[config.mk]
export PLATFORM = sky130hd
export DESIGN_NAME = mqtt_client_rx_packet_parser
export DESIGN_NICKNAME = d
export VERILOG_FILES = /design/src/mqttrx_pkg.sv /design/src/mqttrx_cell.sv /design/src/mqtt_client_rx_packet_parser.sv
export SDC_FILE = /design/constraint.sdc
export NUM_CORES = 1
export LEC_CHECK = 0
export ABC_AREA = 1
export BUFFER_PORTS_ARGS = -buffer_cell sky130_fd_sc_hd__buf_2
export CORE_ASPECT_RATIO = 1.4
export CORE_MARGIN = 4
export CORE_UTILIZATION = 40
export CTS_BUF_LIST = sky130_fd_sc_hd__clkbuf_4 sky130_fd_sc_hd__clkbuf_8
export DETAILED_ROUTE_END_ITERATION = 16
export PLACE_DENSITY = 0.64
export RECOVER_POWER = 25
export SYNTH_ARGS = -nofsm -noshare
export SYNTH_HDL_FRONTEND = slang
export SYNTH_SLANG_ARGS = --single-unit
[constraint.sdc]
create_clock -name clk -period 8.55 [get_ports clk]
set_clock_uncertainty 0.15 [all_clocks]
set_input_delay 1.71 -clock clk [delete_from_list [all_inputs] [get_ports clk]]
set_output_delay 1.71 -clock clk [all_outputs]
set_load 0.03 [all_outputs]
[src/mqttrx_pkg.sv]
`default_nettype none
package mqttrx_pkg;

    localparam int PENDING_SLOTS_DEF = 16;

    localparam logic [2:0] PH_HEADER  = 3'd0;
    localparam logic [2:0] PH_LENGTH  = 3'd1;
    localparam logic [2:0] PH_BODY    = 3'd2;
    localparam logic [2:0] PH_TOPIC   = 3'd3;
    localparam logic [2:0] PH_PAYLOAD = 3'd4;
    localparam logic [2:0] PH_SKIP    = 3'd5;

    localparam logic [3:0] EV_TOPIC        = 4'd0;
    localparam logic [3:0] EV_PAYLOAD      = 4'd1;
    localparam logic [3:0] EV_ACCEPTED     = 4'd2;
    localparam logic [3:0] EV_REFUSED      = 4'd3;
    localparam logic [3:0] EV_SUBSCRIBED   = 4'd4;
    localparam logic [3:0] EV_UNSUBSCRIBED = 4'd5;
    localparam logic [3:0] EV_PINGRESP     = 4'd6;
    localparam logic [3:0] EV_MALFORMED    = 4'd7;
    localparam logic [3:0] EV_UNEXPECTED   = 4'd8;
    localparam logic [3:0] EV_UNSUPPORTED  = 4'd9;
    localparam logic [3:0] EV_BAD_LENGTH   = 4'd10;
    localparam logic [3:0] EV_ISSUED       = 4'd11;
    localparam logic [3:0] EV_FULL         = 4'd12;

    localparam logic [3:0] KIND_CONNACK  = 4'd2;
    localparam logic [3:0] KIND_PUBLISH  = 4'd3;
    localparam logic [3:0] KIND_SUBACK   = 4'd9;
    localparam logic [3:0] KIND_UNSUBACK = 4'd11;
    localparam logic [3:0] KIND_PINGRESP = 4'd13;

    localparam logic [1:0] ACT_BYTE  = 2'd0;
    localparam logic [1:0] ACT_SUB   = 2'd1;
    localparam logic [1:0] ACT_UNSUB = 2'd2;

    // Operation broadcast to every table cell.
    typedef struct packed {
        logic        store_en;
        logic        take_en;
        logic        kind;
        logic [15:0] id;
    } cell_op_t;

endpackage
`default_nettype wire

[src/mqttrx_cell.sv]
`default_nettype none
module mqttrx_cell
    import mqttrx_pkg::*;
(
    input  wire logic     clk,
    input  wire logic     rst_n,
    input  wire cell_op_t op,
    input  wire logic     free_in,
    output logic          free_out,
    output logic          match
);

    logic        valid_reg;
    logic        kind_reg;
    logic [15:0] id_reg;
    logic        claim;

    assign match    = valid_reg && (kind_reg == op.kind) && (id_reg == op.id);
    // The first empty cell along the chain takes a new entry.
    assign claim    = !valid_reg && !free_in;
    assign free_out = free_in || !valid_reg;

    always_ff @(posedge clk or negedge rst_n)
    begin
        if (!rst_n)
        begin
            valid_reg <= 1'b0;
        end
        else if (op.take_en && match)
        begin
            valid_reg <= 1'b0;
        end
        else if (op.store_en && claim)
        begin
            valid_reg <= 1'b1;
        end
    end

    always_ff @(posedge clk)
    begin
        if (op.store_en && claim)
        begin
            kind_reg <= op.kind;
            id_reg   <= op.id;
        end
    end

endmodule
`default_nettype wire

[src/mqtt_client_rx_packet_parser.sv]
// An accepted transaction's result is registered in the output register.
// One transaction per cycle while m_tready does not stall the output, bytes and identifier requests alike.
// The pending table is a chain of cells compared in parallel, so its depth does not
// change the rate. Reset is asynchronous and active low; it empties the table, sets
// the next identifier to one and returns the parser to the header byte.
`default_nettype none
module mqtt_client_rx_packet_parser
    import mqttrx_pkg::*;
#(
    parameter int PENDING_SLOTS = PENDING_SLOTS_DEF
)
(
    input  wire logic        clk,
    input  wire logic        rst_n,
    input  wire logic        s_tvalid,
    output logic             s_tready,
    input  wire logic [7:0]  s_tdata,   // [7:0] rx_byte
    input  wire logic [1:0]  s_tuser,   // [1:0] action
    output logic             m_tvalid,
    input  wire logic        m_tready,
    output logic [31:0]      m_tdata,   // [7:0] data_byte, [15:8] return_code, [31:16] packet_id
    output logic [3:0]       m_tuser,   // [3:0] event_res
    output logic             m_tlast    // packet_end
);

    logic [2:0]  phase_reg, phase_next;
    logic [3:0]  kind_reg, kind_next;
    logic [1:0]  cnt_reg, cnt_next;
    logic [27:0] left_reg, left_next;
    logic        pos_reg, pos_next;
    logic [15:0] topic_reg, topic_next;
    logic [7:0]  held_reg, held_next;
    logic [15:0] next_id_reg, next_id_next;

    logic        out_valid_reg, out_valid_next;
    logic [31:0] out_data_reg, out_data_next;
    logic [3:0]  out_ev_reg, out_ev_next;
    logic        out_last_reg, out_last_next;

    logic        accept;
    logic        res_valid;
    logic [3:0]  ev;
    logic [7:0]  dbyte;
    logic        pend;
    logic [7:0]  rc;
    logic [15:0] pid;
    logic [27:0] left_or;
    logic [27:0] left_dec;
    logic [15:0] word;
    logic [15:0] id_inc;
    logic [1:0]  need;
    logic        issue_en;
    logic        take_en;
    logic        any_match;
    cell_op_t    op;

    logic [PENDING_SLOTS-1:0] match_vec;
    logic [PENDING_SLOTS:0]   free_chain;

    assign accept   = s_tvalid && s_tready;
    assign s_tready = !out_valid_reg || m_tready;

    assign op.kind     = issue_en ? s_tuser[1] : (kind_reg == KIND_UNSUBACK);
    assign op.id       = issue_en ? next_id_reg : word;
    assign op.take_en  = take_en;
    assign op.store_en = issue_en && !any_match;
    assign any_match   = |match_vec;
    assign free_chain[0] = 1'b0;

    genvar g;
    generate
        for (g = 0; g < PENDING_SLOTS; g++)
        begin : g_cell
            mqttrx_cell u_cell (
                .clk      (clk),
                .rst_n    (rst_n),
                .op       (op),
                .free_in  (free_chain[g]),
                .free_out (free_chain[g+1]),
                .match    (match_vec[g])
            );
        end
    endgenerate

    assign left_dec = left_reg - 28'd1;
    assign word     = {held_reg, s_tdata};
    assign id_inc   = (next_id_reg == 16'hFFFF) ? 16'd1 : next_id_reg + 16'd1;

    always_comb
    begin
        case (cnt_reg)
            2'd0:    left_or = left_reg | {21'd0, s_tdata[6:0]};
            2'd1:    left_or = left_reg | {14'd0, s_tdata[6:0], 7'd0};
            2'd2:    left_or = left_reg | {7'd0, s_tdata[6:0], 14'd0};
            default: left_or = left_reg | {s_tdata[6:0], 21'd0};
        endcase
        case (kind_reg)
            KIND_CONNACK, KIND_UNSUBACK, KIND_PUBLISH: need = 2'd2;
            KIND_SUBACK:                               need = 2'd3;
            default:                                   need = 2'd0;
        endcase
    end

    always_comb
    begin
        phase_next   = phase_reg;
        kind_next    = kind_reg;
        cnt_next     = cnt_reg;
        left_next    = left_reg;
        pos_next     = pos_reg;
        topic_next   = topic_reg;
        held_next    = held_reg;
        next_id_next = next_id_reg;
        res_valid    = 1'b0;
        ev           = EV_TOPIC;
        dbyte        = 8'd0;
        pend         = 1'b0;
        rc           = 8'd0;
        pid          = 16'd0;
        issue_en     = 1'b0;
        take_en      = 1'b0;

        if (accept && (s_tuser == ACT_SUB || s_tuser == ACT_UNSUB))
        begin
            issue_en  = 1'b1;
            res_valid = 1'b1;
            if (any_match || free_chain[PENDING_SLOTS])
            begin
                ev           = EV_ISSUED;
                pid          = next_id_reg;
                next_id_next = id_inc;
            end
            else
            begin
                ev = EV_FULL;
            end
        end
        else if (accept && s_tuser == ACT_BYTE)
        begin
            case (phase_reg)
                PH_LENGTH:
                begin
                    if (s_tdata[7])
                    begin
                        if (cnt_reg == 2'd3)
                        begin
                            phase_next = PH_HEADER;
                            cnt_next   = 2'd0;
                            left_next  = 28'd0;
                            res_valid  = 1'b1;
                            ev         = EV_BAD_LENGTH;
                            pend       = 1'b1;
                        end
                        else
                        begin
                            cnt_next  = cnt_reg + 2'd1;
                            left_next = left_or;
                        end
                    end
                    else
                    begin
                        left_next = left_or;
                        if (need != 2'd0 && left_or >= {26'd0, need})
                        begin
                            phase_next = PH_BODY;
                            pos_next   = 1'b0;
                        end
                        else
                        begin
                            res_valid = 1'b1;
                            if (need != 2'd0)
                                ev = EV_MALFORMED;
                            else if (kind_reg == KIND_PINGRESP)
                                ev = EV_PINGRESP;
                            else
                                ev = EV_UNSUPPORTED;
                            pend       = (left_or == 28'd0);
                            phase_next = pend ? PH_HEADER : PH_SKIP;
                        end
                    end
                end
                PH_BODY:
                begin
                    if (left_reg == 28'd0)
                    begin
                        phase_next = PH_HEADER;
                    end
                    else
                    begin
                        left_next = left_dec;
                        pend      = (left_dec == 28'd0);
                        if (!pos_reg)
                        begin
                            held_next = s_tdata;
                            pos_next  = 1'b1;
                            if (pend)
                                phase_next = PH_HEADER;
                            pend = 1'b0;
                        end
                        else if (kind_reg == KIND_PUBLISH)
                        begin
                            if (word == 16'd0 || {12'd0, word} > left_dec)
                            begin
                                res_valid  = 1'b1;
                                ev         = EV_MALFORMED;
                                phase_next = pend ? PH_HEADER : PH_SKIP;
                            end
                            else
                            begin
                                topic_next = word;
                                phase_next = PH_TOPIC;
                                pend       = 1'b0;
                            end
                        end
                        else
                        begin
                            res_valid  = 1'b1;
                            phase_next = pend ? PH_HEADER : PH_SKIP;
                            if (kind_reg == KIND_CONNACK)
                            begin
                                ev = (s_tdata == 8'd0) ? EV_ACCEPTED : EV_REFUSED;
                                rc = s_tdata;
                            end
                            else
                            begin
                                take_en = 1'b1;
                                pid     = word;
                                if (!any_match)
                                    ev = EV_UNEXPECTED;
                                else if (kind_reg == KIND_SUBACK)
                                    ev = EV_SUBSCRIBED;
                                else
                                    ev = EV_UNSUBSCRIBED;
                            end
                        end
                    end
                end
                PH_TOPIC:
                begin
                    if (left_reg == 28'd0)
                    begin
                        phase_next = PH_HEADER;
                    end
                    else
                    begin
                        left_next = left_dec;
                        if (topic_reg != 16'd0)
                            topic_next = topic_reg - 16'd1;
                        pend      = (left_dec == 28'd0);
                        res_valid = 1'b1;
                        ev        = EV_TOPIC;
                        dbyte     = s_tdata;
                        if (pend)
                            phase_next = PH_HEADER;
                        else if (topic_reg <= 16'd1)
                            phase_next = PH_PAYLOAD;
                    end
                end
                PH_PAYLOAD:
                begin
                    if (left_reg == 28'd0)
                    begin
                        phase_next = PH_HEADER;
                    end
                    else
                    begin
                        left_next = left_dec;
                        pend      = (left_dec == 28'd0);
                        res_valid = 1'b1;
                        ev        = EV_PAYLOAD;
                        dbyte     = s_tdata;
                        if (pend)
                            phase_next = PH_HEADER;
                    end
                end
                PH_SKIP:
                begin
                    if (left_reg <= 28'd1)
                    begin
                        left_next  = 28'd0;
                        phase_next = PH_HEADER;
                    end
                    else
                    begin
                        left_next = left_dec;
                    end
                end
                default:
                begin
                    kind_next  = s_tdata[7:4];
                    cnt_next   = 2'd0;
                    left_next  = 28'd0;
                    pos_next   = 1'b0;
                    phase_next = PH_LENGTH;
                end
            endcase
        end
    end

    always_comb
    begin
        out_valid_next = out_valid_reg && !m_tready;
        out_data_next  = out_data_reg;
        out_ev_next    = out_ev_reg;
        out_last_next  = out_last_reg;
        if (accept)
        begin
            out_valid_next = res_valid;
            out_data_next  = {pid, rc, dbyte};
            out_ev_next    = ev;
            out_last_next  = pend;
        end
    end

    always_ff @(posedge clk or negedge rst_n)
    begin
        if (!rst_n)
        begin
            phase_reg     <= PH_HEADER;
            kind_reg      <= 4'd0;
            cnt_reg       <= 2'd0;
            left_reg      <= 28'd0;
            pos_reg       <= 1'b0;
            topic_reg     <= 16'd0;
            held_reg      <= 8'd0;
            next_id_reg   <= 16'd1;
            out_valid_reg <= 1'b0;
        end
        else
        begin
            phase_reg     <= phase_next;
            kind_reg      <= kind_next;
            cnt_reg       <= cnt_next;
            left_reg      <= left_next;
            pos_reg       <= pos_next;
            topic_reg     <= topic_next;
            held_reg      <= held_next;
            next_id_reg   <= next_id_next;
            out_valid_reg <= out_valid_next;
        end
    end

    always_ff @(posedge clk)
    begin
        out_data_reg <= out_data_next;
        out_ev_reg   <= out_ev_next;
        out_last_reg <= out_last_next;
    end

    assign m_tvalid = out_valid_reg;
    assign m_tdata  = out_data_reg;
    assign m_tuser  = out_ev_reg;
    assign m_tlast  = out_last_reg;

`ifndef SYNTH
    a_id_nonzero: assert property (@(posedge clk) disable iff (!rst_n)
        next_id_reg != 16'd0)
        else $error("next identifier is zero");

    a_issued_fields: assert property (@(posedge clk) disable iff (!rst_n)
        (m_tvalid && m_tuser == EV_ISSUED) |-> (!m_tlast && m_tdata[31:16] != 16'd0))
        else $error("issued identifier result is malformed");

    a_full_no_free: assert property (@(posedge clk) disable iff (!rst_n)
        (accept && issue_en && !any_match && !free_chain[PENDING_SLOTS])
        |=> (m_tvalid && m_tuser == EV_FULL && $stable(next_id_reg)))
        else $error("table full handling is wrong");
`endif

endmodule
`default_nettype wire

==> reports/metrics.yaml <==
status: "finished with violations"
failed_checks: "max-capacitance violations, max-slew violations"
irDropWorstVdd_mv: 0.102
vias: 18681
dp_slack_ps: 1920
p_sw_share_pct: 40.1
tns_ps: 0
pwr-share-comb_pct: 34.0
synthArstFlopShare_pct: 23.5
required_ps: 8740
area_delta_synth_final_pct: 10.7
final_nets: 2770
layout-drive-gt1-share_pct: 8.28
setup_viol: 0
finalHoldViolCount: 0
arrival_ps: 7110
clock_latency_ps: 680
dr.pass1.iters: 5
synth_cell_types: 55
start_util_pct: 40.5
post_synth.cell_area_avg_um2: 8.38
synthFlopType: "edfxtp_1"
vias_per_cell: 5.34
die_w_um: 206
syn_inst: 2630
cts_buffers: 69
cts_tree: "yes"
p_per_area_nw_per_um2: 264
cp_slowest_stage_delay_ps: 1150
cts-htree-levels: 3
leakage_uw: 0.0109
ys_seq_elements: 404
synth-edff-count: 309
overflow: 0
post-dp-hpwl_mm: 48.5
yosysWarnings: 0
die-area_um2: 59000
post_cts_resized: 0
grt_setup_unrepaired: "false"
setup_slack_ps: 1630
crit_family: "simple AND/OR/NAND/NOR gates"
finalCriticalPeriod_ps: 6920
path_class: "input pin to flop"
wirelength_mm: 71.8
root_buffer: "clkbuf_8"
synthSimpleGateAreaFrac_pct: 26.6
end_kind: "flop"
yosys.area_share.adder_pct: 1.70
worstMarginPinSlew_ps: 4060
hp-class: "flop to flop"
synthesis.area_um2: 22100
p_int_uw: 3860
gp_congestion: 0.934
largest_reg_flops: 256
clk_pin_slew_worst_paths_ps: 70
path_buf_inv: 3
dr.first_iter.drc_count: 1793
synthMuxAreaShare_pct: 0.102
p_sw_uw: 2580
p_total_uw: 6440
core_area_um2: 54500
dieHeight_um: 286
n_antenna_cell: 0
syn_nets: 2674
hold_ws_ps: 370
antenna_found_initial: 1
grt_usage_pct: 24.0
critical_path.slowest_cell: "clkbuf_1"
grt_pass1_wl_mm: 108
fmax_ghz: 0.145
slew_viol_final: 255
synth_top_family_by_area: "simple AND/OR/NAND/NOR gates"
grt_max_degree: 70
grt_pass1_vias: 18263
pwr-share-seq_pct: 38.2
cts.sinks: 404
wl_per_cell_um: 20.5
relSlewSlack_pct: -171
postRouteAntennaNets: 0
rows: 101
cp-start-kind: "input pin"
synth_xor_area_share_pct: 2.82
post_cts_buffers: 0
ioPinCount: 53
drc: 0
io_buffers: 52
maxCapViolCount: 7
finalCritPeriodShare_pct: 80.9
postCtsHoldBufs: 0
crit_fanout: 37
cts_max_path_buffers: 3
synth-compound-area-share_pct: 7.57
crit_chain: "clkbuf_1, nand3_4, nand2_1, nand2_1, o21ai_0, nor2_1, nand2_1, nor2_1, nand3_1, nand2_1, nor2_1, nand2_2, nor2_4, nand2_4, clkinv_2, nand3_4, nor2_4, nand3_2, nor2_1, buf_4"
fillers: 5321
ys_seq_area_share_pct: 52.9
power.share.clock_pct: 27.7
-- final timing paths --
path	cells after the start	slack [ps]	start	endpoint
worst max-delay path	20	1630	s_tvalid	g_cell[13].u_cell.id_reg[11]
worst min register to register	2	370	topic_reg[5]	topic_reg[5]
worst max register to register	22	2970	m_tvalid	g_cell[13].u_cell.id_reg[11]
worst min-delay path	2	370	topic_reg[5]	topic_reg[5]
min in group asynchronous	1	1400	rst_n	g_cell[4].u_cell.valid_reg
max in group asynchronous	2	2180	rst_n	left_reg[25]
-- layout by cell type (no fill, tap or decap), drive strengths merged, types with 2 or more instances in the layout --
master	Yosys	routed
nand2	849	849
inv	354	356
nor2	311	311
edfxtp	309	309
o21ai	170	170
clkbuf	20	137
nand3	99	99
dfrtp	94	94
xor2	70	70
nand4	61	61
buf	54	54
o22ai	47	47
a21oi	39	39
ha	30	30
nor3	29	29
clkinv	3	29
nand3b	16	16
nor4	14	14
o211ai	13	13
or2	10	10
a22oi	8	8
a31oi	6	6
o21bai	4	4
a211oi	2	2
o31ai	2	2
o22a	2	2
nor3b	2	2
mux2	2	2
bufinv	0	2
-- per-stage QoR --
stage | std cells | cell area [um^2] | util, %
5_1_grt | 3499 | 24400 | 44.8
6_report | 3499 | 24400 | 44.8
2_1_floorplan | 2630 | 22100 | -
3_5_place_dp | 3376 | 23100 | 42.4
3_3_place_gp | 3376 | 23100 | 42.4
4_1_cts | 3499 | 24500 | 45.0
-- final cells by class --
class	instances	area (um^2)	area share, %
Inverter	357	1340	5.49
Timing Repair Buffer	99	544	2.23
Tap cell	721	902	3.69
Clock inverter	31	253	1.04
Clock buffer	92	1140	4.67
Multi-Input combinational cell	1795	8580	35.1
Sequential cell	404	11700	47.7
-- tightest hold or removal path: stages, from the launching register on --
cell,delay (ps)
dfrtp_1,360
nand2_1,50
o21ai_0,60
-- metal layers --
metal	vias up	GRT usage (%)	routed length, um
met3	226	3.46	4530
met1	8923	28.1	27300
met5	-	0	0
met2	759	41.7	35800
met4	0	13.4	4120
li1	8773	-	-
-- cells in the mapped netlist, types with 4 or more instances --
library cell,number,share of area [%]
nand2_1,815,14
inv_1,350,6.0
edfxtp_1,309,42
nor2_1,305,5.2
o21ai_0,139,3.2
nand3_1,95,2.2
dfrtp_1,94,11
xor2_1,70,2.8
nand4_1,61,1.7
o22ai_1,47,1.3
a21oi_1,37,0.84
o21ai_1,31,0.70
ha_1,30,1.7
nor3_1,28,0.64
nand2_2,25,0.71
buf_4,20,0.68
clkbuf_1,19,0.32
buf_2,16,0.36
buf_6,16,0.82
nand3b_1,16,0.54
nor4_1,14,0.40
o211ai_1,13,0.44
nand2_4,9,0.46
a22oi_1,8,0.27
a31oi_1,6,0.17
inv_2,4,0.068
nor2_2,4,0.11
o21bai_1,4,0.14
or2_1,4,0.11
or2_2,4,0.11
-- cell families (layout without fill, tap and decap cells) --
kind of cell               count (synthesis)  count (layout)
AOI/OAI and AO/OA                        299             299
xor gates and xnor gates                  71              71
adders and majority gates                 30              30
buffers and inverters                    431             579
DFF                                      404             404
muxes                                      2               2
and+or+nand+nor                         1393            1393
-- power groups by stage --
stage | Sequential, uW | Clock (uW) | Combinational (uW)
6_report | 2460 | 1790 | 2190
5_1_grt | 2480 | 1910 | 2420
2_1_floorplan | 2480 | 0 | 1470
3_5_place_dp | 2490 | 0 | 2160
3_3_place_gp | 2490 | 0 | 2130
4_1_cts | 2460 | 1820 | 2170
(Power assumes the default switching activity.)
